==> src/sv/pms_pkg.sv <==
`timescale 1ns / 1ps

package pms_pkg;

	// Field widths
	localparam int GAIN_W   = 16;
	localparam int ILIM_W   = 15;
	localparam int DLIM_W   = 7;
	localparam int SCALE_W  = 10;
	localparam int ID_W     = 11;
	localparam int WORD_W   = 16;
	localparam int PULSE_W  = 16;
	localparam int DRIVE_W  = 8;
	localparam int CFG_IDX_W = 3;
	localparam int CFG_DATA_W = 16;

	// Internal arithmetic widths
	localparam int MAG_W    = PULSE_W + SCALE_W;	// raw pulse * scale
	localparam int ERR_W    = WORD_W + 1;		// target - speed
	localparam int SUM_W    = WORD_W;		// clamped integrator
	localparam int WIDE_W   = ERR_W + 1;		// integrator add, derivative
	localparam int PP_W     = GAIN_W + 1 + ERR_W;	// prop product
	localparam int PI_W     = GAIN_W + 1 + SUM_W;	// integ product
	localparam int PD_W     = GAIN_W + 1 + WIDE_W;	// deriv product
	localparam int ACC_W    = 36;

	// Request kinds
	localparam logic REQ_COMMAND = 1'b0;
	localparam logic REQ_TICK    = 1'b1;

	// Register indexes
	localparam logic [CFG_IDX_W-1:0] REG_PROP_GAIN     = 3'd0;
	localparam logic [CFG_IDX_W-1:0] REG_INTEG_GAIN    = 3'd1;
	localparam logic [CFG_IDX_W-1:0] REG_DERIV_GAIN    = 3'd2;
	localparam logic [CFG_IDX_W-1:0] REG_INTEG_LIMIT   = 3'd3;
	localparam logic [CFG_IDX_W-1:0] REG_DRIVE_LIMIT   = 3'd4;
	localparam logic [CFG_IDX_W-1:0] REG_RPM_PER_PULSE = 3'd5;
	localparam logic [CFG_IDX_W-1:0] REG_COMMAND_ID    = 3'd6;

	// Register reset values
	localparam logic [GAIN_W-1:0]  RST_PROP_GAIN     = 16'd983;
	localparam logic [GAIN_W-1:0]  RST_INTEG_GAIN    = 16'd1966;
	localparam logic [GAIN_W-1:0]  RST_DERIV_GAIN    = 16'd2621;
	localparam logic [ILIM_W-1:0]  RST_INTEG_LIMIT   = 15'd8000;
	localparam logic [DLIM_W-1:0]  RST_DRIVE_LIMIT   = 7'd100;
	localparam logic [SCALE_W-1:0] RST_RPM_PER_PULSE = 10'd200;
	localparam logic [ID_W-1:0]    RST_COMMAND_ID    = 11'd512;

	typedef struct packed {
		logic [GAIN_W-1:0]  prop_gain;
		logic [GAIN_W-1:0]  integ_gain;
		logic [GAIN_W-1:0]  deriv_gain;
		logic [ILIM_W-1:0]  integ_limit;
		logic [DLIM_W-1:0]  drive_limit;
		logic [SCALE_W-1:0] rpm_per_pulse;
		logic [ID_W-1:0]    command_id;
	} cfg_t;

	// Per-tick terms handed from the error stage to the drive stage
	typedef struct packed {
		logic signed [WORD_W-1:0] rpm;
		logic signed [ERR_W-1:0]  err;
		logic signed [SUM_W-1:0]  sum;
		logic signed [WIDE_W-1:0] deriv;
		logic                     tgt_zero;
	} step_t;

endpackage

==> src/sv/pms_cfg_regs.sv <==
`timescale 1ns / 1ps

module pms_cfg_regs (
	input  logic                              clk,
	input  logic                              arst_n,
	input  logic                              cfg_we,
	input  logic [pms_pkg::CFG_IDX_W-1:0]     cfg_idx,
	input  logic [pms_pkg::CFG_DATA_W-1:0]    cfg_data,
	output pms_pkg::cfg_t                     cfg
);
	import pms_pkg::*;

	cfg_t cfg_q;

	always_ff @(posedge clk or negedge arst_n) begin
		if (!arst_n) begin
			cfg_q.prop_gain     <= RST_PROP_GAIN;
			cfg_q.integ_gain    <= RST_INTEG_GAIN;
			cfg_q.deriv_gain    <= RST_DERIV_GAIN;
			cfg_q.integ_limit   <= RST_INTEG_LIMIT;
			cfg_q.drive_limit   <= RST_DRIVE_LIMIT;
			cfg_q.rpm_per_pulse <= RST_RPM_PER_PULSE;
			cfg_q.command_id    <= RST_COMMAND_ID;
		end else if (cfg_we) begin
			case (cfg_idx)
				REG_PROP_GAIN:     cfg_q.prop_gain     <= cfg_data[GAIN_W-1:0];
				REG_INTEG_GAIN:    cfg_q.integ_gain    <= cfg_data[GAIN_W-1:0];
				REG_DERIV_GAIN:    cfg_q.deriv_gain    <= cfg_data[GAIN_W-1:0];
				REG_INTEG_LIMIT:   cfg_q.integ_limit   <= cfg_data[ILIM_W-1:0];
				REG_DRIVE_LIMIT:   cfg_q.drive_limit   <= cfg_data[DLIM_W-1:0];
				REG_RPM_PER_PULSE: cfg_q.rpm_per_pulse <= cfg_data[SCALE_W-1:0];
				REG_COMMAND_ID:    cfg_q.command_id    <= cfg_data[ID_W-1:0];
				default:           cfg_q <= cfg_q;	// unknown index: drop
			endcase
		end
	end

	assign cfg = cfg_q;

endmodule

==> config.mk <==
export PLATFORM = sky130hd
export DESIGN_NAME = pms_cfg_regs
export DESIGN_NICKNAME = d
export VERILOG_FILES = /design/src/sv/pms_pkg.sv /design/src/sv/pms_cfg_regs.sv
export SDC_FILE = /design/constraint.sdc
export NUM_CORES = 1
export LEC_CHECK = 0
export ABC_AREA = 1
export BUFFER_PORTS_ARGS = -buffer_cell sky130_fd_sc_hd__buf_2
export CORE_MARGIN = 2
export CORE_UTILIZATION = 55
export CTS_CLUSTER_DIAMETER = 30
export CTS_CLUSTER_SIZE = 8
export DETAILED_ROUTE_END_ITERATION = 7
export GPL_TIMING_DRIVEN = 0
export PLACE_DENSITY_LB_ADDON = 0.15
export SLEW_MARGIN = 20
export SYNTH_ARGS = -nofsm -noshare
export SYNTH_HDL_FRONTEND = slang
export SYNTH_SLANG_ARGS = --single-unit
==> constraint.sdc <==
create_clock -name clk -period 1.9 [get_ports clk]
set_input_delay 0.19 -clock clk [delete_from_list [all_inputs] [get_ports clk]]
set_output_delay 0.19 -clock clk [all_outputs]
set_load 0.02 [all_outputs]
## After elaboration in Yosys (flattened, before gate mapping)

Index checks and enable logic that the tools add are counted.

| storage, ports and cells | value |
|---|---|
| register bits | 91 |
| input port bits | 22 |
| word-level logic and storage cells | 21 |

| operators by class | value |
|---|---|
| eq/ne operators | 6 |
| reduce and logical (&&, ||, !) cells | 8 |

Operators by type and width:

| kind | count |
|---|---|
| 2-bit AND reduction | 7 |
| 3-bit == test (second input constant) | 3 |
| 3-bit by 2-bit == test with 1-bit output (second input constant) | 2 |
| 3-bit by 1-bit == test with 1-bit output (second input constant) | 1 |
| 3-bit logical NOT | 1 |

## Logic depth before layout (Yosys ltp)

| logic depth | value |
|---|---|
| word-level depth | 2 |
| mapped depth | 6 |

## Worst setup path after synthesis

OpenSTA, ideal clock, no wires.

| timing | value |
|---|---|
| kind | input-to-reg |
| from | input cfg_we |
| to | register cfg_q, in the netlist cfg[85] |
| library setup time | 117 ps |
| arrival | 858 ps |
| data required time | 1783 ps |
| setup slack | 925 ps |
| stages | 6 |
| buffers on the path | 1 |
| path through | inv_1 > nor2_4 > nand2_1 > buf_2 > nand2_1 > nand2_1 |

| between the ends | value |
|---|---|
| cells in the longest elaborated chain, start to end | 1 |

RTL lines:

| item | RTL line | RTL |
|---|---|---|
| start, declared | pms_cfg_regs.sv:6 | `input logic cfg_we,` |
| 2-bit AND reduction (no source line) | - |  |
| end signal, assigned | pms_cfg_regs.sv:33 | `default: cfg_q <= cfg_q;` |
| end, declared | pms_cfg_regs.sv:13 | `cfg_t cfg_q;` |

No other way between the ends.
A chain may end at the register's enable or synchronous reset.

## Worst setup path in the final report

| timing | value |
|---|---|
| from | register cfg_q, in the netlist cfg[76] |
| to | output cfg[76] (netlist bit) |

RTL lines:

| item | RTL line | RTL |
|---|---|---|
| end, declared | pms_cfg_regs.sv:9 | `output pms_pkg::cfg_t cfg` |

No word-level cell between the ends.

==> summary.md <==
| Metric | Value |
|---|---|
| Class of the tightest hold or removal check | in -> reg |
| Number of antenna violations at the first check in global routing | 0 |
| Internal | around 3.3 mW |
| Per-instance average area after synthesis | 9.024 um^2 |
| Part of the power in the clock network | 0.225 |
| Iteration-0 DRC Markers | 202 |
| Overall track demand over capacity in global routing | 0.2613 |
| Total placed cells including tap cells | 595 |
| Buffer depth of the longest clock path | 2 |
| Clock tree from TritonCTS | done |
| Most instantiated library cell after synthesis | nand2_1 |
| Syn-to-layout area delta | 23.52% |
| Maximum number of pins on one net before global-route repair | 52 |
| Post-layout utilization of the core | 0.7069 |
| Sequential fraction of the synthesis area | 0.6354 |
| Total Power | between 5 and 6 mW |
| Setup TNS after final layout | 0 ns |
| Net switching fraction of the power | 0.3493 |
| Count of synthesis-stage warnings from yosys | 0 |
| Post-Synthesis Cells | 405 |
| Count of buffers inserted at the top-level ports | 112 |
| Post-CTS setup buffers | 0 |
| Number of pins with negative max-slew slack in the final report | 0 |
| Number of flip-flops under the largest register name | 91 |
| Number of hold-slack violations in the final timing report | 0 |
| Die extent in x | ~86 um |
| Cell area power density | 1139 mW/mm^2 |
| Count of cell types in the netlist | 15 |
| DR WL/cell | approximately 15 um |
| Via density | 5.185 |
| Syn nets | 427 |
| Startpoint Class | flip-flop |
| Clock network latency to the later pin of the worst-skew pair | 0.34 ns |
| Fraction of registers with async set/reset | 1.000 |
| Cell chosen for the clock root | clkbuf_8 |
| Number of nets with antenna violations after detailed routing | 0 |
| Global-route wire length before repair | 14,810 um |
| I/O pin cnt | 113 |
| Worst rel slew slack | 0.5630 |
| Crit-path cells | buf_2 |
| HPWL after detailed placement | between 6000 and 7000 um |
| Maximum fanout along the worst path | 2 |
| Fraction of power consumed by combinational cells | 0.270 |
| Number of setup violations in the final report | 0 |
| Largest cells by area after synthesis | dfrtp_1 (38%), dfstp_2 (26%), nand2_1 (23%) |
| Cell area after synthesis | 0.003655 mm^2 |
| Primary FF master, synth | dfrtp_1 |
| Net count of the finished layout | 552 |
| Number of buffer and inverter stages on the critical path | 1 |
| EDFF count, synth | 0 |
| Result of the run | finished clean |
| Pre-Repair DR Iteration Count | 4 |
| Critical path class | reg -> out |
| Final critical-path required period | 1.247 ns |
| Most used standard cells in the synthesized netlist | nand2_1 (227), dfrtp_1 (55), nand3_1 (55) |
| Part of the total power dissipated in sequential elements | 0.505 |
| Remaining Overflow, GRT | 0 |
| Via Count | ~3,200 |
| Die Height | 85.52 um |
| Number of core rows | 29 |
| Clock-pin slew on the worst setup and hold paths | about 0.09 ns |
| Share of layout cells above drive strength 1 | 0.3551 |
| Number of standard cells in the final layout excluding fillers | 612 |
| Critical Path End Type | output pin |
| Number of clock buffers inserted by TritonCTS | 9 |
| DRC violation count after routing | 0 |
| Number of clock sinks | between 90 and 100 |
| N_diodes | 0 |
| Leakage Power | ~2.6 nW |
| Via count of the first global-routing pass | 3,063 |
| Max incr delay on CP | between 0.5 and 0.6 ns |
| Worst endpoint required time | 1.71 ns |
| Floorplan core area | 0.006386 mm^2 |
| Worst voltage drop across the vdd grid | roughly 0.63 mV |
| FF-to-FF setup slack | 1.18 ns |
| Least-Margin Pin Slew | 0.6554 ns |
| Post-synth top area share | 0.3766 |
| CP max stage cell | dfstp_2 |
| GP Congestion | 0.7906 |
| Kind of cell adding the most delay to the critical path | flip-flops |
| Synth area leader | dfrtp_1 |
| Switching power total | ~1.8 mW |
| Worst EP arrival | roughly 1.1 ns |
| Unrepaired setup endpoints after global routing | false |
| Starting density of the core | 0.5723 |
| H-tree lvl count | 3 |
| Max-cap violations | 0 |
| Count of state elements after synthesis | 91 |
| Post-Route Skew | 0 ns |
| Die Area | 0.007313 mm^2 |
| Final Routed Wirelength | 9208 um |
| Period utilization | 0.6565 |
| Peak Freq | 801.7 MHz |
## routing by layer
layer,vias to the layer above,share of wire,GRT usage
met2,106,0.49,0.4098
met1,1534,0.43,0.3635
met5,-,0,0
li1,1515,-,-
met3,18,0.060,0.04909
met4,0,0.020,0.1068
## per-stage QoR
step	hold WS, ns	worst slack (ns)	area, um^2
after floorplan	-0.1056	0.9253	3655
after global placement	0.4422	-0.1154	4312
after detailed placement	0.2567	0.6075	4334
after CTS	0.07083	0.6491	4514
after global routing	0.09188	0.6231	4514
final	0.08277	0.6527	4514
## tightest hold or removal path, delay by kind of cell
family | cells | cell delay [ns]
and+or+nand+nor | 2 | 0.12
buffers and inverters | 1 | 0.13
## final timing paths
| path | start | endpoint | depth (start not counted) |
|---|---|---|---|
| hold reg to reg | cfg[81] | cfg[81] | 2 |
| max in group asynchronous | arst_n | cfg[79] | 3 |
| setup / recovery | cfg[76] | cfg[76] | 1 |
| setup reg to reg | cfg[66] | cfg[66] | 2 |
| hold / removal | cfg_data[12] | cfg[40] | 3 |
| min in group asynchronous | arst_n | cfg[44] | 2 |
## layout make-up
cell class	count	area, um^2
Clock inverter	5	28.78
Tap cell	77	96.34
Clock buffer	11	141.4
Multi-Input combinational cell	292	1217
Inverter	6	22.52
Sequential cell	91	2322
Buffer	16	92.59
Timing Repair Buffer	114	593.1
Fill cell	514	1872
## power by group through the flow
stage | registers, mW | logic (mW) | clock network, mW
after CTS | 2.59 | 1.41 | 1.18
after global routing | 2.64 | 1.52 | 1.24
final | 2.60 | 1.39 | 1.16
after floorplan | 3.09 | 0.354 | 0
after detailed placement | 2.62 | 1.40 | 0
after global placement | 2.61 | 1.36 | 0
## cells in the final DEF, fill, tap and decap left out
master / n
nor2_4: 4
clkinv_2: 4
nor2_2: 2
dlygate4sd3_1: 1
inv_2: 3
clkinv_1: 1
nand2_1: 227
clkbuf_8: 10
buf_12: 1
dfrtp_1: 55
nand3_1: 55
inv_1: 2
dfstp_2: 36
clkbuf_1: 3
nand2_4: 2
buf_2: 119
buf_4: 7
nand2_2: 1
nor2_1: 1
clkinv_4: 1
## kinds of logic after synthesis
family | after synthesis | share of synthesized area
AND/OR/NAND/NOR | 292 | 0.3331
flip-flops | 91 | 0.6354
buffers and inverters | 22 | 0.03150
## repair_timing
action                    4_1_cts  5_1_grt
hold endpoints to repair       25        0
gates resized for setup         0        0
hold buffers                    1        0
No activity file was read; power rests on OpenSTA's default activity.
