File: src/sv/pms_pkg.sv
`timescale 1ns / 1ps

package pms_pkg;

	// Field widths
	localparam int GAIN_W   = 16;
	localparam int ILIM_W   = 15;
	localparam int DLIM_W   = 7;
	localparam int SCALE_W  = 10;
	localparam int ID_W     = 11;
	localparam int WORD_W   = 16;
	localparam int PULSE_W  = 16;
	localparam int DRIVE_W  = 8;
	localparam int CFG_IDX_W = 3;
	localparam int CFG_DATA_W = 16;

	// Internal arithmetic widths
	localparam int MAG_W    = PULSE_W + SCALE_W;	// raw pulse * scale
	localparam int ERR_W    = WORD_W + 1;		// target - speed
	localparam int SUM_W    = WORD_W;		// clamped integrator
	localparam int WIDE_W   = ERR_W + 1;		// integrator add, derivative
	localparam int PP_W     = GAIN_W + 1 + ERR_W;	// prop product
	localparam int PI_W     = GAIN_W + 1 + SUM_W;	// integ product
	localparam int PD_W     = GAIN_W + 1 + WIDE_W;	// deriv product
	localparam int ACC_W    = 36;

	// Request kinds
	localparam logic REQ_COMMAND = 1'b0;
	localparam logic REQ_TICK    = 1'b1;

	// Register indexes
	localparam logic [CFG_IDX_W-1:0] REG_PROP_GAIN     = 3'd0;
	localparam logic [CFG_IDX_W-1:0] REG_INTEG_GAIN    = 3'd1;
	localparam logic [CFG_IDX_W-1:0] REG_DERIV_GAIN    = 3'd2;
	localparam logic [CFG_IDX_W-1:0] REG_INTEG_LIMIT   = 3'd3;
	localparam logic [CFG_IDX_W-1:0] REG_DRIVE_LIMIT   = 3'd4;
	localparam logic [CFG_IDX_W-1:0] REG_RPM_PER_PULSE = 3'd5;
	localparam logic [CFG_IDX_W-1:0] REG_COMMAND_ID    = 3'd6;

	// Register reset values
	localparam logic [GAIN_W-1:0]  RST_PROP_GAIN     = 16'd983;
	localparam logic [GAIN_W-1:0]  RST_INTEG_GAIN    = 16'd1966;
	localparam logic [GAIN_W-1:0]  RST_DERIV_GAIN    = 16'd2621;
	localparam logic [ILIM_W-1:0]  RST_INTEG_LIMIT   = 15'd8000;
	localparam logic [DLIM_W-1:0]  RST_DRIVE_LIMIT   = 7'd100;
	localparam logic [SCALE_W-1:0] RST_RPM_PER_PULSE = 10'd200;
	localparam logic [ID_W-1:0]    RST_COMMAND_ID    = 11'd512;

	typedef struct packed {
		logic [GAIN_W-1:0]  prop_gain;
		logic [GAIN_W-1:0]  integ_gain;
		logic [GAIN_W-1:0]  deriv_gain;
		logic [ILIM_W-1:0]  integ_limit;
		logic [DLIM_W-1:0]  drive_limit;
		logic [SCALE_W-1:0] rpm_per_pulse;
		logic [ID_W-1:0]    command_id;
	} cfg_t;

	// Per-tick terms handed from the error stage to the drive stage
	typedef struct packed {
		logic signed [WORD_W-1:0] rpm;
		logic signed [ERR_W-1:0]  err;
		logic signed [SUM_W-1:0]  sum;
		logic signed [WIDE_W-1:0] deriv;
		logic                     tgt_zero;
	} step_t;

endpackage

File: src/sv/pms_out_buf.sv
`timescale 1ns / 1ps

module pms_out_buf (
	input  logic                                 clk,
	input  logic                                 arst_n,
	input  logic                                 load,
	input  logic signed [pms_pkg::WORD_W-1:0]    res_rpm,
	input  logic signed [pms_pkg::DRIVE_W-1:0]   res_drive,
	output logic                                 skid_full,
	output logic                                 out_valid,
	input  logic                                 out_stall,
	output logic signed [pms_pkg::WORD_W-1:0]    measured_rpm,
	output logic signed [pms_pkg::DRIVE_W-1:0]   drive_level
);
	import pms_pkg::*;

	logic                      out_valid_q;
	logic signed [WORD_W-1:0]  rpm_q;
	logic signed [DRIVE_W-1:0] drv_q;
	logic                      skid_valid_q;
	logic signed [WORD_W-1:0]  skid_rpm_q;
	logic signed [DRIVE_W-1:0] skid_drv_q;
	logic                      out_free;

	assign out_free = !out_valid_q || !out_stall;

	always_ff @(posedge clk or negedge arst_n) begin
		if (!arst_n) begin
			out_valid_q  <= 1'b0;
			skid_valid_q <= 1'b0;
		end else if (out_free) begin
			out_valid_q  <= skid_valid_q || load;
			skid_valid_q <= 1'b0;
		end else if (load) begin
			skid_valid_q <= 1'b1;
		end
	end

	always_ff @(posedge clk) begin
		if (out_free) begin
			if (skid_valid_q) begin
				rpm_q <= skid_rpm_q;
				drv_q <= skid_drv_q;
			end else if (load) begin
				rpm_q <= res_rpm;
				drv_q <= res_drive;
			end
		end else if (load) begin
			skid_rpm_q <= res_rpm;
			skid_drv_q <= res_drive;
		end
	end

	assign skid_full    = skid_valid_q;
	assign out_valid    = out_valid_q;
	assign measured_rpm = rpm_q;
	assign drive_level  = drv_q;

	a_skid_behind_out: assert property (@(posedge clk) disable iff (!arst_n)
		skid_valid_q |-> out_valid_q)
		else $error("skid word held with empty output register");

	a_skid_on_stall: assert property (@(posedge clk) disable iff (!arst_n)
		$rose(skid_valid_q) |-> $past(out_valid_q && out_stall))
		else $error("skid filled without a stalled output");

	a_no_load_when_full: assert property (@(posedge clk) disable iff (!arst_n)
		skid_valid_q |-> !load)
		else $error("result arrived while skid was full");

endmodule
File: config.mk
export PLATFORM = sky130hd
export DESIGN_NAME = pms_out_buf
export DESIGN_NICKNAME = d
export VERILOG_FILES = /design/src/sv/pms_pkg.sv /design/src/sv/pms_out_buf.sv
export SDC_FILE = /design/constraint.sdc
export NUM_CORES = 1
export LEC_CHECK = 0
export BUFFER_PORTS_ARGS = -buffer_cell sky130_fd_sc_hd__buf_2
export CAP_MARGIN = 0
export CORE_MARGIN = 8
export CORE_UTILIZATION = 25
export DETAILED_ROUTE_END_ITERATION = 6
export PLACE_DENSITY = 0.55
export SETUP_SLACK_MARGIN = 0.2
export SLEW_MARGIN = 5
export SYNTH_ARGS = -nofsm -noshare
export SYNTH_HDL_FRONTEND = slang
export SYNTH_SLANG_ARGS = --single-unit
File: constraint.sdc
create_clock -name clk -period 3.22 [get_ports clk]
set_input_delay 0 -clock clk [delete_from_list [all_inputs] [get_ports clk]]
set_output_delay 0 -clock clk [all_outputs]
set_load 0.005 [all_outputs]
# After elaboration in Yosys (flattened, before gate mapping)
# Cells that the tools add are included.
dict set report word_totals {
  regBits 50
  in_bits 28
  word_cells 21
}
dict set report classes {
  mux 6
  bitwise 1
  n_reduce_logical 8
}
# op count
set ops {}
lappend ops {{$mux 16} 2}
lappend ops {{$mux 8} 2}
lappend ops {{$reduce_and 2->1} 2}
lappend ops {{$reduce_bool 2->1} 2}
lappend ops {{$logic_not 1->1} 2}
lappend ops {{$logic_or 1x1->1} 2}
lappend ops {{$mux 1} 2}
lappend ops {{$not 1->1} 1}

# Depth between registers and ports, before layout
dict set report depth {
  word_depth 4
  depth_mapped 3
}

# Worst setup path after synthesis
# Ideal clock, no wire load.
dict set report synth_timing {
  path_kind {register to register}
  startpoint {register skid_valid_q, in the netlist skid_full}
  endpoint {register drv_q[0], in the netlist drive_level[0] (enable)}
  setup_time_ns 0.417
  arrival_ns 1.985
  path_slack_ns 0.819
  stages_incl_launch_ff 4
  n_path_buf 2
  synth_period_minus_slack_ns 2.401
  path_cell_list {dfrtp_1 > buf_6 > buf_8 > a2bb2oi_1}
}
dict set report synth_between {
  elab_chain_cells 2
}
# item line
set synth_lines {}
lappend synth_lines {{start, declared} pms_out_buf.sv:20} ;# logic skid_valid_q;
lappend synth_lines {{start signal, assigned} pms_out_buf.sv:30} ;# skid_valid_q <= 1'b0;
lappend synth_lines {{start signal, assigned} pms_out_buf.sv:33} ;# skid_valid_q <= 1'b0;
lappend synth_lines {{start signal, assigned} pms_out_buf.sv:35} ;# skid_valid_q <= 1'b1;
lappend synth_lines {{$reduce_bool 2->1 (no line)} --}
lappend synth_lines {{$reduce_and 2->1 (no line)} --}
lappend synth_lines {{end signal, assigned} pms_out_buf.sv:43} ;# drv_q <= skid_drv_q;
lappend synth_lines {{end signal, assigned} pms_out_buf.sv:46} ;# drv_q <= res_drive;
lappend synth_lines {{end, declared} pms_out_buf.sv:19} ;# logic signed [DRIVE_W-1:0] drv_q;
# No other way between the ends.
# A chain may end at the register's enable or synchronous reset.

# Worst setup path after layout
dict set report layout_timing {
  startpoint {register skid_valid_q, in the netlist skid_full}
  endpoint {register out_valid_q, in the netlist out_valid}
}
dict set report layout_between {
  elab_chain_cells 1
}
# item line
set layout_lines {}
lappend layout_lines {{$logic_or 1x1->1} pms_out_buf.sv:32} ;# out_valid_q <= skid_valid_q || load;
lappend layout_lines {{end signal, assigned} pms_out_buf.sv:32}
lappend layout_lines {{end, declared} pms_out_buf.sv:17} ;# logic out_valid_q;
# No other way between the ends.

==> impl_metrics.env <==
export IMPL_final_core_util_pct=35.5
export IMPL_port_buffer_count=53
export IMPL_clk_pin_slew_ns=0.09
export IMPL_crit_fanout=16
export IMPL_reg2regPathDepth=3
export IMPL_tightestPinTransition_ns=0.750
export IMPL_power_leakage_nw=1.05
export IMPL_grtUsageTotal_pct=6.68
export IMPL_layout_min_cycle_time_ns=1.97
export IMPL_end_kind="register"
export IMPL_fillers=714
export IMPL_status="finished clean"
export IMPL_die_x_um=103
export IMPL_rsz0062_at_grt="false"
export IMPL_drc=0
export IMPL_synth_commonest_cells="edfxtp_1 (48), mux2_4 (17), mux2_2 (7)"
export IMPL_fin_skew_ns=0.00542
export IMPL_netlist_top_cells_area="edfxtp_1 (76%), mux2_4 (13%), mux2_2 (4.1%)"
export IMPL_min_period_over_period_pct=61.1
export IMPL_root_buffer="clkbuf_8"
export IMPL_ys_async_sr_fraction_pct=4.00
export IMPL_diodes=0
export IMPL_layout_setup_ws_ns=1.25
export IMPL_hold_class="in2reg"
export IMPL_final_net_count=198
export IMPL_overflow=0
export IMPL_final_hold_viol_count=0
export IMPL_drt_antenna_violating_nets=0
export IMPL_viasPerCell=3.72
export IMPL_rrSetupSlack_ns=1.25
export IMPL_fmax_mhz=509
export IMPL_drive_above_1_share_pct=52.0
export IMPL_firstDrtPassIters=3
export IMPL_arrival_ns=2.15
export IMPL_yosysTopAreaCell="edfxtp_1"
export IMPL_grt_antenna_before_repair=0
export IMPL_synth_top_cell_area_share_pct=75.6
export IMPL_row_count=32
export IMPL_r2r_start="skid_full"
export IMPL_syn_num_nets=109
export IMPL_dpl_worst_slack_ns=1.36
export IMPL_ios=54
export IMPL_grt_max_degree=25
export IMPL_synth_edf_count=48
export IMPL_postSynthCellCount=81
export IMPL_startpoint_type="register"
export IMPL_post_drt_wl_per_cell_um=13.1
export IMPL_max_cap_violations=0
export IMPL_cpPeakStageDelay_ns=0.66
export IMPL_ys_warn_count=0
export IMPL_dr_total_vias=1016
export IMPL_initial_utilization_pct=25.2
export IMPL_fp_dieH_um=103
export IMPL_path_class="reg2reg"
export IMPL_clockBufferDepth=2
export IMPL_area_growth_pct=40.9
export IMPL_power_w=0.00137
export IMPL_drv_slew=0
export IMPL_first_global_vias=1008
export IMPL_hpwl_um=2440
export IMPL_cts_tree="yes"
export IMPL_cts_sinks=50
export IMPL_grt_pass1_wl_um=5260
export IMPL_cts_buffers_inserted=5
export IMPL_drt_iter0_markers=65
export IMPL_power_density_nw_per_um2=510
export IMPL_synth_seq_area_share_pct=78.3
export IMPL_r2r_end="out_valid"
export IMPL_cts_htree_levels=2
export IMPL_cts_setup_buffers=0
export IMPL_clk_latency_ns=0.30
export IMPL_required_ns=3.41
export IMPL_crit_family="buffers and inverters"
export IMPL_slowest_stage="dfrtp_1"
export IMPL_slew_headroom_pct=50.0
export IMPL_wl_um=3570
export IMPL_synth_seq_cells=50
export IMPL_gp_congestion=0.651
export IMPL_avgSynthCellArea_um2=23.5
export IMPL_ys_types=11
export IMPL_synth_main_ff_cell="edfxtp_1"
export IMPL_crit_end="out_valid"
export IMPL_startpoint="skid_full"
export IMPL_finalSetupTns_ns=0
export IMPL_finalSetupViolCount=0
export IMPL_die_area_um2=10700
export IMPL_post_synth_top_count_cell="edfxtp_1"
export IMPL_vdd_drop_max_mv=0.186
export IMPL_min_from="res_rpm[15]"
export IMPL_core_area_um2=7570
export IMPL_netlist_area_um2=1910
export IMPL_crit_cells=3
export IMPL_critPathBufInv=2
export IMPL_path_cells="buf_4 -> a211o_1 -> dlygate4sd3_1"
report_power, final:
part,leakage (nW),switching [W],internal (W)
clock network,0.0504,0.000200,0.000231
registers,0.476,0.0000167,0.000765
logic,0.521,0.0000608,0.0000960
total,1.05,0.000277,0.00109
worst min-delay path by stage:
stage	to	slack [ns]	cells past startpoint
final	skid_rpm_q[15]	0.42	2
after floorplan	out_valid	-0.30	0
after detailed placement	out_valid	-0.20	1
after global placement	out_valid	-0.20	1
after CTS	out_valid	0.005	2
after global routing	skid_rpm_q[15]	0.42	2
state kept, by name, indices dropped and copies added (netlist names):
name,cells
drive_level,8
measured_rpm,16
out_valid,1
skid_drv_q,8
skid_full,1
skid_rpm_q,16
stage by stage:
stage	std cells	hold WS, ns	instance area, um2
after global routing	273	0.421	2690
after global placement	236	-0.203	2280
final	273	0.425	2690
after floorplan	81	-0.296	1910
after CTS	272	0.00499	2680
after detailed placement	236	-0.203	2280
timing repair:
| action | 4_1_cts | 5_1_grt |
|---|---|---|
| endpoints found under the hold margin | 28 | 2 |
| gates resized for setup | 0 | 0 |
| hold buffers | 28 | 1 |
layout make-up:
class | count | area, um2 | share of cell area, %
clock buffers | 5 | 68.8 | 2.56
repair buffers | 85 | 578 | 21.5
well taps | 102 | 128 | 4.75
flip-flops and latches | 50 | 1490 | 55.5
multi-input cells | 28 | 374 | 13.9
clock inverters | 3 | 45.0 | 1.68
layer usage:
| metal | vias up | track usage, % | wire, um |
|---|---|---|---|
| met2 | 37 | 10.6 | 1580 |
| met5 | - | 0 | 0 |
| li1 | 496 | - | - |
| met1 | 478 | 8.06 | 1570 |
| met4 | 0 | 2.00 | 39 |
| met3 | 5 | 2.88 | 380 |
cells by family (layout without fill, tap and decap cells):
logic type	Yosys count	in the layout	share of synthesized area, %
AO/OA/AOI/OAI	3	3	1.44
AND/OR/NAND/NOR	1	1	0.329
buffers and inverters	3	93	2.43
flip-flops	50	50	78.3
multiplexers	24	24	17.5
cell usage in the layout (no fill, tap or decap), drive strengths merged:
cell type / instances
clkbuf: 5
edfxtp: 48
dlygate4sd3: 29
dfrtp: 2
and3: 1
clkinvlp: 2
bufinv: 1
a2bb2oi: 1
o211a: 1
a211o: 1
mux2: 24
buf: 56
Power figures use the tool's default switching activity.
