===== src/sv/pms_pkg.sv =====
`timescale 1ns / 1ps

package pms_pkg;

	// Field widths
	localparam int GAIN_W   = 16;
	localparam int ILIM_W   = 15;
	localparam int DLIM_W   = 7;
	localparam int SCALE_W  = 10;
	localparam int ID_W     = 11;
	localparam int WORD_W   = 16;
	localparam int PULSE_W  = 16;
	localparam int DRIVE_W  = 8;
	localparam int CFG_IDX_W = 3;
	localparam int CFG_DATA_W = 16;

	// Internal arithmetic widths
	localparam int MAG_W    = PULSE_W + SCALE_W;	// raw pulse * scale
	localparam int ERR_W    = WORD_W + 1;		// target - speed
	localparam int SUM_W    = WORD_W;		// clamped integrator
	localparam int WIDE_W   = ERR_W + 1;		// integrator add, derivative
	localparam int PP_W     = GAIN_W + 1 + ERR_W;	// prop product
	localparam int PI_W     = GAIN_W + 1 + SUM_W;	// integ product
	localparam int PD_W     = GAIN_W + 1 + WIDE_W;	// deriv product
	localparam int ACC_W    = 36;

	// Request kinds
	localparam logic REQ_COMMAND = 1'b0;
	localparam logic REQ_TICK    = 1'b1;

	// Register indexes
	localparam logic [CFG_IDX_W-1:0] REG_PROP_GAIN     = 3'd0;
	localparam logic [CFG_IDX_W-1:0] REG_INTEG_GAIN    = 3'd1;
	localparam logic [CFG_IDX_W-1:0] REG_DERIV_GAIN    = 3'd2;
	localparam logic [CFG_IDX_W-1:0] REG_INTEG_LIMIT   = 3'd3;
	localparam logic [CFG_IDX_W-1:0] REG_DRIVE_LIMIT   = 3'd4;
	localparam logic [CFG_IDX_W-1:0] REG_RPM_PER_PULSE = 3'd5;
	localparam logic [CFG_IDX_W-1:0] REG_COMMAND_ID    = 3'd6;

	// Register reset values
	localparam logic [GAIN_W-1:0]  RST_PROP_GAIN     = 16'd983;
	localparam logic [GAIN_W-1:0]  RST_INTEG_GAIN    = 16'd1966;
	localparam logic [GAIN_W-1:0]  RST_DERIV_GAIN    = 16'd2621;
	localparam logic [ILIM_W-1:0]  RST_INTEG_LIMIT   = 15'd8000;
	localparam logic [DLIM_W-1:0]  RST_DRIVE_LIMIT   = 7'd100;
	localparam logic [SCALE_W-1:0] RST_RPM_PER_PULSE = 10'd200;
	localparam logic [ID_W-1:0]    RST_COMMAND_ID    = 11'd512;

	typedef struct packed {
		logic [GAIN_W-1:0]  prop_gain;
		logic [GAIN_W-1:0]  integ_gain;
		logic [GAIN_W-1:0]  deriv_gain;
		logic [ILIM_W-1:0]  integ_limit;
		logic [DLIM_W-1:0]  drive_limit;
		logic [SCALE_W-1:0] rpm_per_pulse;
		logic [ID_W-1:0]    command_id;
	} cfg_t;

	// Per-tick terms handed from the error stage to the drive stage
	typedef struct packed {
		logic signed [WORD_W-1:0] rpm;
		logic signed [ERR_W-1:0]  err;
		logic signed [SUM_W-1:0]  sum;
		logic signed [WIDE_W-1:0] deriv;
		logic                     tgt_zero;
	} step_t;

endpackage


===== src/sv/pms_err_stage.sv =====
`timescale 1ns / 1ps

module pms_err_stage (
	input  logic                                clk,
	input  logic                                arst_n,
	input  logic                                adv,
	input  pms_pkg::cfg_t                       cfg,
	input  logic                                in_valid,
	input  logic                                req_type,
	input  logic [pms_pkg::ID_W-1:0]            frame_id,
	input  logic                                frame_standard,
	input  logic signed [pms_pkg::WORD_W-1:0]   target_word,
	input  logic [pms_pkg::PULSE_W-1:0]         pulse_count,
	output logic                                valid_s2,
	output pms_pkg::step_t                      step_s2
);
	import pms_pkg::*;

	logic                      valid_s1;
	logic                      type_s1;
	logic [ID_W-1:0]           id_s1;
	logic                      std_s1;
	logic signed [WORD_W-1:0]  tgt_s1;
	logic [PULSE_W-1:0]        pulse_s1;

	logic signed [WORD_W-1:0]  target_q;
	logic signed [SUM_W-1:0]   error_sum_q;
	logic signed [ERR_W-1:0]   last_error_q;

	logic [MAG_W-1:0]          mag;
	logic [WORD_W-2:0]         mag_sat;
	logic signed [WORD_W-1:0]  rpm;
	logic signed [ERR_W-1:0]   err;
	logic signed [WIDE_W-1:0]  sum_raw;
	logic signed [WIDE_W-1:0]  lim;
	logic signed [WIDE_W-1:0]  sum_clamped;
	logic signed [WIDE_W-1:0]  deriv;
	logic                      cmd_hit;
	logic                      tick;

	always_ff @(posedge clk or negedge arst_n) begin
		if (!arst_n) begin
			valid_s1 <= 1'b0;
		end else if (adv) begin
			valid_s1 <= in_valid;
		end
	end

	always_ff @(posedge clk) begin
		if (adv && in_valid) begin
			type_s1  <= req_type;
			id_s1    <= frame_id;
			std_s1   <= frame_standard;
			tgt_s1   <= target_word;
			pulse_s1 <= pulse_count;
		end
	end

	// Speed: scale the pulse count, saturate, take the target's sign
	always_comb begin
		mag     = MAG_W'(pulse_s1) * MAG_W'(cfg.rpm_per_pulse);
		mag_sat = (|mag[MAG_W-1:WORD_W-1]) ? {(WORD_W-1){1'b1}} : mag[WORD_W-2:0];
		rpm     = target_q[WORD_W-1] ? -$signed({1'b0, mag_sat}) : $signed({1'b0, mag_sat});
		err     = ERR_W'(target_q) - ERR_W'(rpm);
		sum_raw = WIDE_W'(error_sum_q) + WIDE_W'(err);
		lim     = $signed({{(WIDE_W-ILIM_W){1'b0}}, cfg.integ_limit});
		if (sum_raw > lim)
			sum_clamped = lim;
		else if (sum_raw < -lim)
			sum_clamped = -lim;
		else
			sum_clamped = sum_raw;
		deriv   = WIDE_W'(err) - WIDE_W'(last_error_q);
		cmd_hit = (type_s1 == REQ_COMMAND) && std_s1 && (id_s1 == cfg.command_id);
		tick    = (type_s1 == REQ_TICK);
	end

	always_ff @(posedge clk or negedge arst_n) begin
		if (!arst_n) begin
			target_q     <= '0;
			error_sum_q  <= '0;
			last_error_q <= '0;
		end else if (adv && valid_s1) begin
			if (cmd_hit) begin
				target_q     <= tgt_s1;
				error_sum_q  <= '0;
				last_error_q <= '0;
			end else if (tick) begin
				error_sum_q  <= sum_clamped[SUM_W-1:0];
				last_error_q <= err;
			end
		end
	end

	always_ff @(posedge clk or negedge arst_n) begin
		if (!arst_n) begin
			valid_s2 <= 1'b0;
		end else if (adv) begin
			valid_s2 <= valid_s1 && tick;
		end
	end

	always_ff @(posedge clk) begin
		if (adv) begin
			step_s2.rpm      <= rpm;
			step_s2.err      <= err;
			step_s2.sum      <= sum_clamped[SUM_W-1:0];
			step_s2.deriv    <= deriv;
			step_s2.tgt_zero <= (target_q == '0);
		end
	end

	a_cmd_clears: assert property (@(posedge clk) disable iff (!arst_n)
		adv && valid_s1 && cmd_hit |=> (error_sum_q == '0) && (last_error_q == '0))
		else $error("integrator not cleared after matching command");

endmodule


===== config.mk =====
export PLATFORM = sky130hd
export DESIGN_NAME = pms_err_stage
export DESIGN_NICKNAME = d
export VERILOG_FILES = /design/src/sv/pms_pkg.sv /design/src/sv/pms_err_stage.sv
export SDC_FILE = /design/constraint.sdc
export NUM_CORES = 1
export LEC_CHECK = 0
export BUFFER_PORTS_ARGS = -buffer_cell sky130_fd_sc_hd__clkbuf_2
export CORE_MARGIN = 8
export CORE_UTILIZATION = 47
export CTS_BUF_LIST = sky130_fd_sc_hd__clkbuf_8
export DETAILED_ROUTE_END_ITERATION = 6
export HOLD_SLACK_MARGIN = 0.05
export PLACE_DENSITY = 0.75
export SYNTH_ARGS = -nofsm -noshare
export SYNTH_HDL_FRONTEND = slang
export SYNTH_SLANG_ARGS = --single-unit

===== constraint.sdc =====
create_clock -name clk -period 13.8 [get_ports clk]
set_input_delay 1.38 -clock clk [delete_from_list [all_inputs] [get_ports clk]]
set_output_delay 1.38 -clock clk [all_outputs]
set_load 0.005 [all_outputs]

**After elaboration in Yosys (flattened, before gate mapping)**

Index checks and enable logic that the tools add are counted.

- Flip-flop bits (word level): 164
- Input port bits: 140

- Muxes and demuxes: 8
- Eq/ne operators: 1
- Bitwise gates (word level): 1
- Reductions and logical operators: 10
- Magnitude comparators: 2
- $add $sub $neg: 5
- $mul: 1

Operators by type and width:

| kind | count |
|---|---|
| $mux W16 | 5 |
| $mux W17 | 2 |
| $mul A16 B10 Y26 | 1 |
| $add A16 B17 Y18 | 1 |
| $gt A18 B16 Y1 | 1 |
| $lt A18 B18 Y1 | 1 |
| $neg A15 Y18 | 1 |
| $sub A17 B17 Y18 | 1 |
| $sub A16 B16 Y17 | 1 |
| $logic_not A16 Y1 | 1 |
| $neg A15 Y16 | 1 |
| $mux W15 | 1 |
| $eq A11 B11 Y1 | 1 |
| $reduce_or A11 Y1 | 1 |
| $logic_and A1 B1 Y1 | 5 |
| $reduce_and A2 Y1 | 2 |
| $reduce_bool A2 Y1 | 1 |
| $not A1 Y1 | 1 |

**Longest topological paths before layout**

Gate-level depths: netlist of run 1.

- Depth after elaboration: 12
- Mapped depth: 60

**Worst setup path after synthesis of run 1**

OpenSTA, ideal clock, no wires.

- Path type: in2reg
- Start: input cfg[13] in the netlist's numbering
- End: register step_s2[32] in the netlist's numbering, data pin
- Library setup time: 256 ps
- Setup slack: 772 ps
- Buffers on the path: 6
- Data required time: 13544 ps
- Stages on the path: 55
- Arrival time: 12772 ps
- Path through: clkbuf_1 -> nand2_1 -> fa_1 -> inv_1 -> fa_1 -> ha_1 -> fa_1 -> inv_1 -> fa_1 -> inv_1 -> ha_1 -> a21o_1 -> a221oi_2 -> o21ai_2 -> a211o_1 -> a221oi_2 -> xor2_1 -> and4_1 -> (+19 left out) -> ha_1 -> a21o_1 -> or3_1 -> a311o_1 -> and2_1 -> xor2_1 -> ha_1 -> nor2b_1 -> o21ai_0 -> nand2b_1 -> or3_1 -> o2111ai_1 -> nand3_2 -> buf_4 -> buf_2 -> nor2_1 -> nor2_1 -> o22a_1

- Longest elaborated chain between the ends: 10
- Elaborated cells between the ends (all ways): 11

Ends and longest elaborated chain:

| item | line | source |
|---|---|---|
| start, declared | pms_err_stage.sv:7 | `input pms_pkg::cfg_t cfg,` |
| $mul A16 B10 Y26 * | pms_err_stage.sv:61 | `mag = MAG_W'(pulse_s1) * MAG_W'(cfg.rpm_per_pulse);` |
| $reduce_or A11 Y1 * | pms_err_stage.sv:62 | `mag_sat = (\|mag[MAG_W-1:WORD_W-1]) ? {(WORD_W-1){1'b1}} : mag[WORD_W-2:0];` |
| $mux W15 * | pms_err_stage.sv:62 |  |
| named net mag_sat[0] | pms_err_stage.sv:31 | `logic [WORD_W-2:0] mag_sat;` |
| $neg A15 Y16 | pms_err_stage.sv:63 | `rpm = target_q[WORD_W-1] ? -$signed({1'b0, mag_sat}) : $signed({1'b0, mag_sat});` |
| $mux W16 * | pms_err_stage.sv:63 |  |
| $sub A16 B16 Y17 * | pms_err_stage.sv:64 | `err = ERR_W'(target_q) - ERR_W'(rpm);` |
| named net err[10] | pms_err_stage.sv:33 | `logic signed [ERR_W-1:0] err;` |
| $add A16 B17 Y18 * | pms_err_stage.sv:65 | `sum_raw = WIDE_W'(error_sum_q) + WIDE_W'(err);` |
| $lt A18 B18 Y1 | pms_err_stage.sv:69 | `else if (sum_raw < -lim)` |
| $mux W16 | pms_err_stage.sv:69 |  |
| $mux W16 * | pms_err_stage.sv:67 | `if (sum_raw > lim)` |
| named net sum_clamped[13] | pms_err_stage.sv:36 | `logic signed [WIDE_W-1:0] sum_clamped;` |
| end, declared | pms_err_stage.sv:15 | `output pms_pkg::step_t step_s2` |

Mark *: on every way through the listed nets, which the timed path passes. The rest lies on a longest branch.
A chain may end at the register's enable or synchronous reset.

**Final worst setup path of run 1**

- Start: input cfg[16] in the netlist's numbering
- End: register error_sum_q[4]

- Longest elaborated chain between the ends: 12
- Elaborated cells between the ends (all ways): 13

Ends and longest elaborated chain:

| item | line | source |
|---|---|---|
| $mul A16 B10 Y26 * | pms_err_stage.sv:61 |  |
| $reduce_or A11 Y1 * | pms_err_stage.sv:62 |  |
| $mux W15 * | pms_err_stage.sv:62 |  |
| named net mag_sat[0] | pms_err_stage.sv:31 |  |
| $neg A15 Y16 | pms_err_stage.sv:63 |  |
| $mux W16 * | pms_err_stage.sv:63 |  |
| $sub A16 B16 Y17 * | pms_err_stage.sv:64 |  |
| named net err[10] | pms_err_stage.sv:33 |  |
| $add A16 B17 Y18 * | pms_err_stage.sv:65 |  |
| $lt A18 B18 Y1 | pms_err_stage.sv:69 |  |
| $mux W16 | pms_err_stage.sv:69 |  |
| $mux W16 * | pms_err_stage.sv:67 |  |
| $mux W16 * | pms_err_stage.sv:88 | `end else if (tick) begin` |
| $mux W16 * | pms_err_stage.sv:84 | `if (cmd_hit) begin` |
| end signal, assigned | pms_err_stage.sv:89 | `error_sum_q <= sum_clamped[SUM_W-1:0];` |
| end, declared | pms_err_stage.sv:27 | `logic signed [SUM_W-1:0] error_sum_q;` |

Mark *: on every way through the listed nets, which the timed path passes. The rest lies on a longest branch. The select of a mux whose other input is x is not followed.

==> results of run 1 <==
through the flow:
step,cells,utilization
after floorplan,1579,-
after global placement,2120,0.5130
after detailed placement,2120,0.5130
after CTS,2152,0.5244
after global routing,2156,0.5273
final,2156,0.5273
worst reg2reg max path, delay by kind of cell (launching register included):
family	cells	cell delay, ns
fa+ha+maj	10	4.16
buf+inv	6	0.44
simple gates	15	2.72
flops	1	0.58
xor+xnor	2	0.37
compound gates	19	4.35
Yosys cell counts, types with 21 or more instances:
library cell and instances:
fa_1 113, o21ai_0 68, and2_1 116, nor2_1 83, nand2_1 128, a21oi_1 91
edfxtp_1 113, inv_1 208, xor2_1 31, ha_1 140, xnor2_1 48, dfrtp_1 51
nand3_1 35, a21o_1 21, clkbuf_1 39
cells in the final DEF, fill, tap and decap left out, types with 68 or more instances in the layout:
cell type | netlist | routed
ha_1 | 140 | 140
and2_1 | 116 | 115
fa_1 | 113 | 113
nor2_1 | 83 | 83
edfxtp_1 | 113 | 113
clkbuf_2 | 0 | 152
a21oi_1 | 91 | 86
inv_1 | 208 | 210
o21ai_0 | 68 | 68
nand2_1 | 128 | 128
cell families after synthesis:
kind of cell / after synthesis
simple gates: 485
compound gates: 301
buf+inv: 261
fa+ha+maj: 253
flops: 164
xor+xnor: 79
mux: 36
routing by layer:
layer | up-vias | track usage
met1 | 5822 | 0.2331
li1 | 5695 | -
met4 | 0 | 0.06485
met5 | - | 0
met3 | 61 | 0.03478
met2 | 336 | 0.3521
final cells by class:
| type | count | area, sq um |
|---|---|---|
| clock buffer | 17 | 234.0 |
| clock inverter | 15 | 131.4 |
| fill | 2908 | 15220 |
| inverter | 208 | 780.7 |
| multi-input combinational | 1155 | 9604 |
| sequential | 164 | 4669 |
| tap | 408 | 510.5 |
| timing repair buffer | 189 | 1051 |
power groups by stage:
stage / combinational [mW] / clock [mW] / sequential [mW]
6_report: 2.30 / 0.344 / 0.687
5_1_grt: 2.60 / 0.372 / 0.697
4_1_cts: 2.25 / 0.355 / 0.687
3_5_place_dp: 2.24 / 0 / 0.698
3_3_place_gp: 2.18 / 0 / 0.695
2_1_floorplan: 1.70 / 0 / 0.687
flip-flops by register name (all words and copies together), names as in the netlist:
register      count
target_q         16
error_sum_q      16
tick              1
valid_s2          1
tgt_s1           16
valid_s1          1
last_error_q     17
step_s2          68
pulse_s1         16
std_s1            1
id_s1            11
worst max path at each step:
stage / start / slack, ns / cells past startpoint / end
after floorplan: cfg[13] / 0.77 / 55 / step_s2[32]
final: cfg[16] / 0.56 / 53 / error_sum_q[4]
after CTS: cfg[16] / 0.45 / 53 / error_sum_q[2]
after global placement: cfg[16] / 0.18 / 52 / error_sum_q[1]
after detailed placement: cfg[16] / -0.02 / 53 / error_sum_q[2]
after global routing: cfg[15] / -0.02 / 52 / error_sum_q[2]
timing repair:
action	CTS	global route
setup endpoints to repair	0	29
resized for setup	0	10
buffers inserted	0	3
==> out/qor.yml, run 1 <==
outcome:
  status: "complete, no violations"
finish:
  area_delta_synth_final_pct: 11.52
  drive_gt1_frac: 0.1550
  final_cell_area_sq_um: 16980
  antenna_cells: 0
  final_net_count: 2128
logic_synthesis:
  muxShareOfSynthArea: 0.02531
  synth_fp_nets: 1972
  ys_warn_count: 0
  synthAdderAreaFrac: 0.2636
  synth-edff-count: 113
  avgSynthCellArea_sq_um: 9.644
  synthSimpleGateAreaFrac: 0.1643
  syn_inst: 1579
  synth_xor_area_frac: 0.04544
  synth_ff_type: "edfxtp_1"
  ys_seq_area_frac: 0.3067
  synth_compound_area_frac: 0.1271
  synth_seq_cells: 164
  yosys.area.top_type: "edfxtp_1"
  synth_async_sr_flop_share: 0.3110
  synth_top_area_frac: 0.2228
  synth_top_family_by_area: "adder cells"
  yosysUniqueCellTypes: 78
  synthesis.area_sq_um: 15230
  synth_area_leaders: "edfxtp_1, fa_1, ha_1"
drt:
  vias_per_cell: 5.526
  wirelength_um: 37230
  drc: 0
  drtIter0Drc: 756
  top_layer: "met4"
  route.met2.wl_um: 18660
  wire_per_inst_um: 17.27
  drt-met1-wl_um: 15790
  num_vias: 11914
  drtAntennaViolNets: 0
  detail_route.first_pass.iterations: 6
  wl_met3_um: 1809
clocking:
  hold_buffers: 0
  clkTransAtPathRegs_ns: 0.10
  cts_sinks: 164
  cts_tree: "built"
  worst_skew_pair.late_latency_ns: 0.50
  clockRootBuffer: "clkbuf_8"
  cts_made_buffers: 17
  cts_htree_levels: 4
  clockBufferDepth: 2
sta:
  setup_viol: 0
  maxClockFrequency_mhz: 75.53
  holdWs_ns: 0.4898
  hold_viol_final: 0
  relSlewSlack: 0.3793
  period_share: 0.9595
  fin_crit_ns: 13.24
  skew_ns: 0.01775
  maxSlewViolCount: 0
  tightest_slew_ns: 0.9310
  tns_ns: 0
  worst_slack_ns: 0.5595
pwr:
  power.share.clock: 0.103
  p_total_mw: 3.327
  seq_power_share: 0.206
  switching_share: 0.4897
  ir_drop_v: 0.0002261
  p_sw_mw: 1.629
  p_per_area_nw_per_um2: 195.9
  intPower_mw: 1.698
  p_leak_nw: 7.911
  combPwrFrac: 0.690
grt:
  grt_pass1_vias: 12360
  grt_usage: 0.1957
  antenna_found_initial: 0
  grt_first_pass_wirelength_um: 60570
  grt_max_degree: 74
  gr-total-overflow: 0
place:
  dp_slack_ns: -0.02290
  port_buffers: 153
  place_area_sq_um: 16520
  place.gp.congestion: 0.8678
  hpwlAfterDp_um: 28810
critical_path:
  r2r_cells: 52
  crit_slowest_cell: "fa_1"
  required_ns: 14.22
  cp-end-kind: "flip-flop"
  cp_top_family: "compound AO/OA/AOI/OAI gates"
  cp.arrival_ns: 13.66
  r2r_slack_ns: 1.12
  critical_path_class: "in2reg"
  cp.buffers_inverters: 7
  cp_slowest_stage_delay_ns: 0.57
  cp_max_fo: 16
  r2r-end: "error_sum_q[4]"
  r2r-start: "pulse_s1[3]"
  critical_path.startpoint_type: "primary input"
worst_hold_path:
  min_from: "tgt_s1[6]"
  holdPathStages: 1
  hold_end: "target_q[6]"
  hold_class: "reg2reg"
floorplanning:
  pin_count: 209
  core_sq_um: 32210
  die_width_um: 196.0
  die_h_um: 196.0
  start_util: 0.4728
  dieArea_sq_um: 38410
  rows: 66
run:
  maxCapViolCount: 0
No activity file was read; power rests on OpenSTA's default activity.
==> inputs of run 2 (changes only) <==
PLACE_DENSITY = 0.78   (was 0.75)
SLEW_MARGIN = 15   (was default)
clock period = 11.75 ns   (was 13.8 ns; I/O delays follow)
==> run 2 against run 1 <==
Compared with the run above: worst setup slack got worse by 0.58 ns; largest cell class unchanged; via count rose by 9.7%; critical endpoint is now error_sum_q[11]; the flow now finishes with violations (setup timing); die area did not move.
==> out/qor.yml, run 2 (synthesis results as in run 1) <==
outcome:
  status: "finished, violations left"
  violations: "setup timing"
sta:
  fin_crit_ns: 11.77
  tightest_slew_ns: 0.8492  # -0.08184 ns
  holdWs_ns: 0.4896  # -0.0001890 ns
  tns_ns: -0.09385  # -0.09385 ns
  hold_viol_final: 0  # unchanged
  rsz0062_at_grt: "true"
  period_share: 1.001
  relSlewSlack: 0.4339  # +0.05456
  setup_viol: 6  # +6
  worst_slack_ns: -0.01744  # -0.5769 ns
  maxClockFrequency_mhz: 84.98
  maxSlewViolCount: 0  # unchanged
  skew_ns: 0.01692  # -0.0008244 ns
finish:
  area_delta_synth_final_pct: 27.88
  layout_commonest_cell: "buf_4"
  mostFrequentLayoutCells: "buf_4, inv_1, clkbuf_2"
  top_register: "step_s2"
  final_util: 0.6046  # +0.07735
  top_regs: "step_s2 (68), last_error_q (17)"
  final_cell_area_sq_um: 19470  # +15%
  antenna_cells: 0  # unchanged
  drive_gt1_frac: 0.3023  # +0.1473
  fillCellCount: 2508  # -14%
  largest_reg_flops: 68  # unchanged
  final_net_count: 2338  # +9.9%
place:
  port_buffers: 153  # unchanged
  place.gp.congestion: 0.8998  # +3.7%
  hpwlAfterDp_um: 31660  # +9.9%
  place_area_sq_um: 17990  # +8.9%
worst_hold_path:
  hold_class: "reg2reg"
  min_from: "tgt_s1[7]"
  holdPathStages: 1  # unchanged
critical_path:
  critical_path.startpoint_type: "primary input"
  cp-end-kind: "flip-flop"
  crit_slowest_cell: "fa_1"
  r2r-start: "pulse_s1[5]"
  cp.arrival_ns: 12.19  # -1.47 ns
  cp_slowest_stage_delay_ns: 0.54  # -0.03 ns
  required_ns: 12.18  # -2.04 ns
  startpoint: "cfg[17]"
  critical_path_class: "in2reg"
  r2r_cells: 52  # unchanged
  cp_max_fo: 8  # -8
floorplanning:
  start_util: 0.4728  # unchanged
  rows: 66  # unchanged
  pin_count: 209  # unchanged
  die_h_um: 196.0  # unchanged
  core_sq_um: 32210  # unchanged
  die_width_um: 196.0  # unchanged
  dieArea_sq_um: 38410  # unchanged
grt:
  grt_first_pass_wirelength_um: 64130  # +5.9%
  grt_max_degree: 65  # -12%
  grt_usage: 0.2068  # +0.01109
  antenna_found_initial: 0  # unchanged
  gr-total-overflow: 0  # unchanged
  grt_pass1_vias: 13356  # +8.1%
drt:
  drtIter0Drc: 900  # +19%
  drc: 0  # unchanged
  vias_per_cell: 5.522  # about the same
  wire_per_inst_um: 17.65  # +2.2%
  num_vias: 13064  # +9.7%
  detail_route.first_pass.iterations: 5  # -1
  wirelength_um: 41770  # +12%
  drtAntennaViolNets: 0  # unchanged
pwr:
  p_per_area_nw_per_um2: 265.1  # +35%
  ir_drop_v: 0.0002561  # +13%
  p_leak_nw: 9.068  # +15%
clocking:
  worst_skew_pair.late_latency_ns: 0.51  # about the same
  clockRootBuffer: "clkbuf_8"
  hold_buffers: 0  # unchanged
  cts_htree_levels: 4  # unchanged
  clkTransAtPathRegs_ns: 0.10  # about the same
  cts_sinks: 164  # unchanged
  cts_made_buffers: 17  # unchanged
  clockBufferDepth: 2  # unchanged
  cts_tree: "built"
run:
  maxCapViolCount: 0  # unchanged
run 2: changes by cell type in the layout (fill, tap and decap cells not counted), sizes merged:
cell	change
buf	+213
inv	+1
clkinvlp	+4
clkinv	-5
nand3	-1
clkbuf	-2
run 2: path summary, 6_finish.rpt:
kind | endpoint | slack [ns]
setup / recovery | error_sum_q[11] | -0.02
hold / removal | target_q[7] | 0.49
setup reg to reg | error_sum_q[11] | 0.17
hold reg to reg | target_q[7] | 0.49
max in group asynchronous | target_q[11] | 10.44
min in group asynchronous | last_error_q[12] | 0.79
run 2: metrics by stage:
| stage | setup WS [ns] | power (mW) | std cells |
|---|---|---|---|
| after detailed placement | -0.9724 | 4.016 | 2301 |
| after floorplan | -0.4114 | 2.873 | 1579 |
| final | -0.01744 | 5.163 | 2366 |
| after global routing | -0.4512 | 5.561 | 2366 |
| after global placement | -0.6978 | 3.914 | 2301 |
| after CTS | 0.01525 | 4.635 | 2348 |
run 2: what timing repair did:
item                       CTS  global route
resized for setup           46           133
cloned                       0             2
hold endpoints to repair     0             0
setup buffers               15            18
setup endpoints to repair   32            32
pin swaps                   24            68
run 2: cell type report:
cell class / instances / area [sq um] / area share
clock buffer: 17 / 234.0 / 0.01202
clock inverter: 15 / 145.1 / 0.007454
inverter: 208 / 780.7 / 0.04010
multi-input combinational: 1154 / 10330 / 0.5307
sequential: 164 / 4669 / 0.2398
tap: 408 / 510.5 / 0.02622
timing repair buffer: 400 / 2799 / 0.1437
run 2: per-layer routing:
| layer | track usage | up-vias | share of wire |
|---|---|---|---|
| met1 | 0.2432 | 6391 | 0.40 |
| met4 | 0.08422 | 0 | 0.037 |
| met2 | 0.3739 | 438 | 0.51 |
| met3 | 0.02981 | 120 | 0.056 |
| met5 | 0 | - | 0 |
| li1 | - | 6115 | - |
run 2: worst max-delay path: cells and delay by family:
| family | cells | cell delay [ns] |
|---|---|---|
| AND/OR/NAND/NOR | 14 | 2.50 |
| adder cells (fa/ha/maj) | 10 | 3.47 |
| buffers and inverters | 8 | 0.89 |
| multiplexers | 1 | 0.19 |
| XOR/XNOR | 3 | 0.52 |
| AO/OA/AOI/OAI | 17 | 3.41 |
run 2: report_power, final:
part | total, mW | switching [mW] | internal (mW)
Combinational | 3.94 | 2.05 | 1.89
Clock | 0.413 | 0.241 | 0.172
Sequential | 0.807 | 0.0535 | 0.753
